===== config.mk =====
export PLATFORM = sky130hd
export DESIGN_NAME = gtt_ctrl
export DESIGN_NICKNAME = d
export VERILOG_FILES = /design/src/rtl/gtt_pkg.sv /design/src/rtl/gtt_ctrl.sv
export SDC_FILE = /design/constraint.sdc
export NUM_CORES = 1
export LEC_CHECK = 0
export ABC_AREA = 1
export BUFFER_PORTS_ARGS = -buffer_cell sky130_fd_sc_hd__buf_2
export CORE_AREA = 4 4 41 43
export DETAILED_ROUTE_END_ITERATION = 16
export DIE_AREA = 0 0 45 47
export SETUP_SLACK_MARGIN = 0.4
export SLEW_MARGIN = 20
export SYNTH_ARGS = -nofsm -noshare
export SYNTH_HDL_FRONTEND = slang
export SYNTH_SLANG_ARGS = --single-unit

===== constraint.sdc =====
create_clock -name clock -period 0.8 [get_ports clock]
set_input_delay 0.04 -clock clock [delete_from_list [all_inputs] [get_ports clock]]
set_output_delay 0.04 -clock clock [all_outputs]
set_load 0.03 [all_outputs]

===== src/rtl/gtt_pkg.sv =====
// gtt_pkg: shared types, sizes and codes of the greylist triplet table
// used by the channel interfaces, the controller, the datapath and the top level
// no dependencies

package gtt_pkg;

   localparam int TABLE_DEPTH = 64;
   localparam int ADDR_W      = $clog2(TABLE_DEPTH);
   localparam int CNT_W       = $clog2(TABLE_DEPTH + 1);

   localparam int UPPER_W  = 32;
   localparam int MIDDLE_W = 64;
   localparam int LOWER_W  = 64;
   localparam int TIME_W   = 32;

   localparam int CSR_INDEX_W = 8;
   localparam int CSR_DATA_W  = 32;

   localparam logic [CSR_INDEX_W-1:0] CSR_MAX_AGE = CSR_INDEX_W'(0);
   localparam logic [CSR_INDEX_W-1:0] CSR_MIN_AGE = CSR_INDEX_W'(1);

   localparam logic [TIME_W-1:0] MAX_AGE_RESET = TIME_W'(172800);
   localparam logic [TIME_W-1:0] MIN_AGE_RESET = TIME_W'(900);

   typedef enum logic [1:0] {
      ST_IDLE,
      ST_SCAN,
      ST_FINISH
   } state_type;

   typedef struct packed {
      logic [UPPER_W-1:0]  upper;
      logic [MIDDLE_W-1:0] middle;
      logic [LOWER_W-1:0]  lower;
      logic [TIME_W-1:0]   stamp;
   } entry_type;

   typedef struct packed {
      logic                free_pass;
      logic [UPPER_W-1:0]  digest_upper;
      logic [MIDDLE_W-1:0] digest_middle;
      logic [LOWER_W-1:0]  digest_lower;
      logic [TIME_W-1:0]   now_seconds;
   } req_payload_type;

   typedef struct packed {
      logic              accept;
      logic              matched;
      logic [TIME_W-1:0] entry_age;
      logic              table_full;
   } rsp_payload_type;

   typedef struct packed {
      logic load_req;
      logic scan;
      logic commit;
   } ctrl_cmd_type;

   typedef struct packed {
      logic scan_done;
      logic out_free;
   } dp_status_type;

endpackage


===== src/rtl/gtt_ctrl.sv =====
// gtt_ctrl: request sequencer of the greylist triplet table
// depends on gtt_pkg for the state, command and status types

module gtt_ctrl (
   input  logic                   clock,
   input  logic                   reset,
   input  logic                   req_valid,
   output logic                   req_ready,
   input  gtt_pkg::dp_status_type status,
   output gtt_pkg::ctrl_cmd_type  cmd
);

   gtt_pkg::state_type state_ff;
   gtt_pkg::state_type state_in;

   always_ff @(posedge clock) begin
      if (reset) begin
         state_ff <= gtt_pkg::ST_IDLE;
      end else begin
         state_ff <= state_in;
      end
   end

   always_comb begin
      state_in  = state_ff;
      cmd       = '0;
      req_ready = 1'b0;
      unique case (state_ff)
         gtt_pkg::ST_IDLE: begin
            req_ready = 1'b1;
            if (req_valid) begin
               cmd.load_req = 1'b1;
               state_in     = gtt_pkg::ST_SCAN;
            end
         end
         gtt_pkg::ST_SCAN: begin
            // last pending entry is still evaluated in the cycle scan_done is seen
            cmd.scan = 1'b1;
            if (status.scan_done) begin
               state_in = gtt_pkg::ST_FINISH;
            end
         end
         gtt_pkg::ST_FINISH: begin
            if (status.out_free) begin
               cmd.commit = 1'b1;
               state_in   = gtt_pkg::ST_IDLE;
            end
         end
         default: begin
            state_in = gtt_pkg::ST_IDLE;
         end
      endcase
   end

endmodule


# Word-level counts from Yosys, hierarchy flattened

Cells that the tools add are included.

Bits of input ports: 5
Register bits: 2
Output and inout bits: 4
Word-level logic and storage cells: 18

Equal/unequal tests: 5
Reduce and logical (&&, ||, !) cells: 2
Muxes and demuxes: 10

Operator list:

| cell                 | count |
|---|---|
| $mux W1              | 6 |
| $mux W2              | 3 |
| $ne A2 B2 Y1 const B | 3 |
| $pmux W2 S3          | 1 |
| $reduce_and A3 Y1    | 1 |
| $eq A2 B1 Y1 const B | 1 |
| $eq A2 B2 Y1 const B | 1 |
| $logic_not A2 Y1     | 1 |

# Longest topological paths before layout

Gate-level depths: netlist of the first run.

Word-level depth: 3
Gate-level depth with buffers: 3
Mapped depth without buffers: 3

# Worst setup path after synthesis of the first run

OpenSTA, ideal clock, no wires.

Kind: register to output
Start: register state_ff[1]
End: output cmd[0] in the netlist's numbering
Slack: -0.360 ns
Buffers on the path: 0
Cell stages (with the launch flop): 3
Arrival: 1.120 ns
Required time: 0.760 ns
Path through: dfxtp_1 -> inv_1 -> nor3_1

RTL lines:

| what                   | RTL line       | text |
|---|---|---|
| start, declared        | gtt_ctrl.sv:13 | `gtt_pkg::state_type state_ff;` |
| start signal, assigned | gtt_ctrl.sv:18 | `state_ff <= gtt_pkg::ST_IDLE;` |
| start signal, assigned | gtt_ctrl.sv:20 | `state_ff <= state_in;` |
| end, declared          | gtt_ctrl.sv:10 | `output gtt_pkg::ctrl_cmd_type cmd` |

==> run_results.csv, run 1 <==
group,metric,value,unit
pwr,pwr_density_cell,1940,mW/mm^2
worst_setup_path,cp.arrival,0.92,ns
logic_synthesis,synth_compound_area_share,12.8,%
logic_synthesis,synth_area,108,um^2
pwr,p_leak,0.118,nW
grt,grt_antenna_before_repair,0,
logic_synthesis,synth_area_leader_cell,"dfxtp_1",
layout,final_cell_area,263,um^2
grt,grt_pass1_vias,162,
timing,skew,0.00749,ns
layout,drive_above_1_share,76.7,%
floorplan,core-area,0.00130,mm^2
timing,drv_slew,0,
timing,report.final.setup_viol,5,
layout,post-route-util,20.2,%
timing,whs,-0.0269,ns
worst_hold_path,hp-class,"input port to register",
layout,reg_top3,"state_ff: 2 flops",
timing,setup_slack,-0.162,ns
logic_synthesis,synth.most_common_cell,"inv_1",
placement,portBuffers,8,
drt,dr.first_iter.drc_count,0,
logic_synthesis,synth_top_area_share,37.2,%
logic_synthesis,synth_nets,20,
status,violations,"hold timing, setup timing",
layout,regMostFlops,"state_ff",
timing,fin_crit_sh,120,%
layout,syn_to_final_growth,144,%
logic_synthesis,synth_top_family_by_area,"simple AND/OR/NAND/NOR gates",
worst_setup_path,worst_ep_required_time,0.76,ns
layout,largest_reg_flops,2,
flow_run,max_cap_violations,0,
clocking,cts.htree.levels,1,
pwr,power,0.509,mW
floorplan,die_w,45,um
clocking,clock_sinks,2,
logic_synthesis,netlist_instances,15,
drt,vias_per_cell,3.58,
timing,fin_tns_setup,-0.723,ns
floorplan,die_height,47,um
logic_synthesis,synth_warnings,0,
clocking,cts_tree,"built",
logic_synthesis,synthAdderAreaFrac,0,%
worst_setup_path,criticalPathCategory,"register to output port",
floorplan,rows,13,
logic_synthesis,synthTopCellsByArea,"dfxtp_1, inv_1, nand3_1",
clocking,cts-root-buf,"clkbuf_4",
timing,fmax,1.04,GHz
drt,ant_nets,0,
drt,firstDrtPassIters,1,
logic_synthesis,synth-seq-area-share,37.2,%
worst_setup_path,cp-end-kind,"output port",
clocking,path_clk_slew,0.03,ns
status,status,"finished with violations",
grt,use_met3,4.60,%
grt,grt_use_met1,3.60,%
drt,drc_errors,0,
timing,rsz0062_at_grt,"true",
grt,busiest_layer,"met4",
grt,grt_max_degree,5,
placement,dp_hpwl,260,um
logic_synthesis,synth_edf_count,0,
floorplan,io_pins,9,
logic_synthesis,synth_commonest_cells,"inv_1, dfxtp_1, nand3_1",
logic_synthesis,ys_ff_latch,2,
clocking,cts_made_buffers,3,
drt,vias,161,
grt,grtUsageTotal,5.83,%
timing,tightest_slew,0.156,ns
placement,dp_cells,38,
placement,gp_congestion,0.673,
layout,layoutNonFillerInstCount,45,
logic_synthesis,ys.flop_type,"dfxtp_1",
logic_synthesis,synthMuxAreaShare,0,%
grt,overflow,0,
placement,dpl_cell_area,190,um^2
worst_setup_path,setup.worst_path.start_class,"register",
logic_synthesis,yosysUniqueCellTypes,10,
logic_synthesis,yosys.area_share.simple,36.0,%
drt,drt_wl_total,371,um
layout,register_area,47.5,um^2
clocking,clock_latency,0.24,ns
placement,dp_slack,0.00470,ns
layout,nets,36,
worst_setup_path,worstPathMaxFanout,4,
timing,slew_headroom,89.7,%
floorplan,start_util,8.27,%
clocking,cts_max_path_buffers,2,
drt,routedWlPerCell,8.24,um
logic_synthesis,synthXorXnorAreaFrac,0,%
pwr,vdd_drop_max,311,uV
timing,fin_crit,0.962,ns
layout,antennaDiodeCount,0,
layout,multiInputGateArea,71.3,um^2
floorplan,dieArea,0.00212,mm^2
layout,fillCellCount,156,
logic_synthesis,synthArstFlopShare,0,%
logic_synthesis,postSynthAreaPerCell,7.17,um^2
grt,grt_pass1_wl,683,um
grt,grt_use_met2,7.91,%
timing,hold_violations,2,
-- cell families (layout without fill, tap and decap cells) --
| group | count (synthesis) | count (layout) |
|---|---|---|
| simple gates | 7 | 7 |
| compound gates | 2 | 2 |
| flops | 2 | 2 |
| buf+inv | 4 | 19 |
-- cells in the final DEF (no fill, tap or decap), drive strengths merged --
cell type / synthesis / routed
buf: 0 / 11
clkbuf: 0 / 4
inv: 4 / 4
nand3: 2 / 2
dfxtp: 2 / 2
nor2: 2 / 2
a21oi: 2 / 2
nor3: 1 / 1
nand2: 1 / 1
nand3b: 1 / 1
-- layer usage --
layer  vias to the layer above  routed length [um]
met3                         4                  24
met2                         7                 210
li1                         80                   -
met1                        70                 102
met4                         0                  34
met5                         -                   0
-- area by class of cell --
type | instances | share of cell area (%)
inverter | 4 | 6.67
timing repair buffer | 11 | 31.0
clock buffer | 4 | 10.0
multi-input combinational | 9 | 27.1
tap | 15 | 7.14
sequential | 2 | 18.1
-- worst max-delay path, cell delays in order (launching register included) --
cell and delay, ns:
dfxtp_4 0.36, nor2_4 0.11, nand2_2 0.06, inv_2 0.05
buf_6 0.12
-- final timing paths --
| path | start | endpoint | slack (ns) | cells after the start |
|---|---|---|---|---|
| hold reg to reg | state_ff[1]$_SDFFE_PP0P_ | state_ff[1]$_SDFFE_PP0P_ | 0.54 | 2 |
| setup / recovery | state_ff[0]$_SDFFE_PP0P_ | cmd[2] | -0.16 | 4 |
| hold / removal | reset | state_ff[0]$_SDFFE_PP0P_ | -0.03 | 2 |
| setup reg to reg | state_ff[0]$_SDFFE_PP0P_ | state_ff[0]$_SDFFE_PP0P_ | -0.14 | 5 |
-- power by group --
group	leakage [nW]	switching (mW)	total, mW	internal [mW]
clock network	0.0150	0.0759	0.262	0.186
logic	0.0849	0.0686	0.130	0.0609
registers	0.0178	0.0125	0.117	0.105
total	0.118	0.157	0.509	0.352
-- timing repair --
| action | in CTS | in global routing |
|---|---|---|
| pin swaps | 3 | 0 |
| setup buffers | 2 | 1 |
| setup endpoints to repair | 6 | 6 |
| endpoints found under the hold margin | 2 | 2 |
| gates resized for setup | 9 | 0 |
(Power assumes the default switching activity.)
==> inputs of run 2 (changes only) <==
BUFFER_PORTS_ARGS = -buffer_cell sky130_fd_sc_hd__buf_4   (was -buffer_cell sky130_fd_sc_hd__buf_2)
==> run_results.csv, run 2 (synthesis results as in run 1) <==
group,metric,value,unit
clocking,path_clk_slew,0.04,ns
pwr,power,0.508,mW
layout,regMostFlops,"state_ff",
clocking,clock_latency,0.23,ns
layout,post-route-util,20.6,%
pwr,power_frac_clock,50.5,%
floorplan,start_util,8.27,%
floorplan,dieArea,0.00212,mm^2
clocking,cts.htree.levels,1,
layout,fillCellCount,156,
timing,slew_headroom,91.3,%
floorplan,io_pins,9,
layout,syn_to_final_growth,149,%
pwr,sw_frac_of_total,30.1,%
grt,grt_pass1_wl,690,um
pwr,pwr_density_cell,1900,mW/mm^2
floorplan,core-area,0.00130,mm^2
drt,ant_nets,0,
layout,antennaDiodeCount,0,
worst_setup_path,crit_start,"state_ff[0]$_SDFFE_PP0P_",
placement,dpl_cell_area,210,um^2
worst_setup_path,worst_ep_required_time,0.76,ns
timing,fmax,1.03,GHz
floorplan,die_w,45,um
grt,grt_pass1_vias,185,
timing,drv_slew,0,
layout,register_area,47.5,um^2
clocking,clock_sinks,2,
worst_hold_path,min_from,"reset",
timing,skew,0.00795,ns
drt,dr.first_iter.drc_count,1,
timing,fin_crit_sh,122,%
grt,grt_antenna_before_repair,0,
grt,overflow,0,
layout,drive_above_1_share,79.3,%
layout,reg_top3,"state_ff: 2 flops",
floorplan,die_height,47,um
grt,grtUsageTotal,5.36,%
clocking,cts_max_path_buffers,2,
placement,portBuffers,8,
drt,vias_per_cell,3.30,
floorplan,rows,13,
pwr,power_frac_comb,26.4,%
worst_setup_path,rr_endpoint,"state_ff[0]$_SDFFE_PP0P_",
layout,final_cell_area,268,um^2
layout,largest_reg_flops,2,
worst_hold_path,hp-class,"input port to register",
pwr,seq_power_share,23.2,%
worst_setup_path,cp.arrival,0.93,ns
placement,gp_congestion,0.659,
clocking,cts-root-buf,"clkbuf_4",
pwr,p_leak,0.118,nW
layout,final_common_cell,"buf_4",
timing,whs,-0.0281,ns
timing,hold_violations,2,
pwr,internal_power,0.355,mW
drt,routedWlPerCell,9.02,um
drt,firstDrtPassIters,2,
worst_setup_path,cp_cell_sequence,"nor2_4 > nand2_2 > inv_2 > buf_6",
drt,drc_errors,0,
worst_setup_path,cp_slowest_stage_delay,0.36,ns
clocking,cts_made_buffers,3,
timing,tightest_slew,0.130,ns
worst_setup_path,cp-end-kind,"output port",
timing,setup_slack,-0.174,ns
timing,fin_crit,0.974,ns
grt,grt_max_degree,5,
worst_hold_path,min_path_cells,2,
clocking,cts_tree,"built",
pwr,vdd_drop_max,327,uV
layout,multiInputGateArea,71.3,um^2
timing,rsz0062_at_grt,"true",
worst_hold_path,worstHoldEndpoint,"state_ff[1]$_SDFFE_PP0P_",
worst_setup_path,cp_slowest_cell,"dfxtp_4",
worst_setup_path,r2r_slack,-0.04,ns
placement,dp_hpwl,265,um
worst_setup_path,reg2reg_from,"state_ff[0]$_SDFFE_PP0P_",
flow_run,max_cap_violations,0,
timing,report.final.setup_viol,5,
drt,drt_wl_total,397,um
status,status,"finished with violations",
worst_setup_path,ff2ff_path_depth,4,
worst_setup_path,setup.worst_path.start_class,"register",
layout,nets,35,
drt,vias,145,
timing,fin_tns_setup,-0.577,ns
layout,final_cell_mix,"buf_4, clkbuf_4, buf_6",
worst_setup_path,worstPathMaxFanout,4,
status,violations,"hold timing, setup timing",
worst_setup_path,criticalPathCategory,"register to output port",
pwr,switching_power,0.153,mW
## run 2: cell types whose count changed in the layout (fill, tap and decap cells not counted)
| cell | previous run | this run |
|---|---|---|
| inv_2 | 1 | 2 |
| buf_4 | 3 | 7 |
| buf_2 | 5 | 0 |
| inv_1 | 2 | 1 |
## run 2: area by class of cell
cell class | count | area share (%)
inverter | 4 | 6.54
sequential | 2 | 17.8
multi-input combinational | 9 | 26.6
clock buffer | 4 | 9.81
timing repair buffer | 10 | 32.2
tap | 15 | 7.01
## run 2: timing repair
item                                    CTS  global route
endpoints found under the setup margin    6             6
pin swaps                                 3             0
gates resized for setup                   6             1
setup buffers                             2             0
endpoints found under the hold margin     2             2
## run 2: worst max-delay path: cells and delay by family, from the launching register on
kind | cells | cell delay [ns]
buffers and inverters | 2 | 0.17
flip-flops | 1 | 0.36
AND/OR/NAND/NOR | 2 | 0.19
## run 2: power groups by stage
stage	registers, mW	logic [mW]	clock network, mW
detailed placement	0.120	0.110	0
finish	0.118	0.134	0.257
global placement	0.120	0.109	0
CTS	0.117	0.134	0.269
floorplan	0.118	0.0662	0
global route	0.119	0.145	0.268
## run 2: per-layer routing
metal,global-route usage [%],wire (um),up-vias
li1,-,-,75
met1,2.71,99,63
met2,9.89,251,5
met3,1.15,20,2
met4,10.5,25,0
met5,0,0,-
## run 2: worst max path at each step
| stage | to | slack, ns |
|---|---|---|
| 6_report | cmd[2] | -0.17 |
| 5_1_grt | cmd[0] | -0.21 |
| 4_1_cts | cmd[2] | -0.18 |
| 3_5_place_dp | state_ff[0]$_SDFFE_PP0P_ | 0.01 |
| 3_3_place_gp | state_ff[0]$_SDFFE_PP0P_ | 0.02 |
| 2_1_floorplan | cmd[2] | -0.03 |
## run 2: per-stage QoR
stage	setup WS [ns]	hold slack, ns	std cells
finish	-0.174	-0.0281	44
global route	-0.213	-0.0231	44
CTS	-0.176	-0.0357	44
detailed placement	0.0123	0.205	38
global placement	0.0235	0.200	38
floorplan	-0.0338	0.0951	15
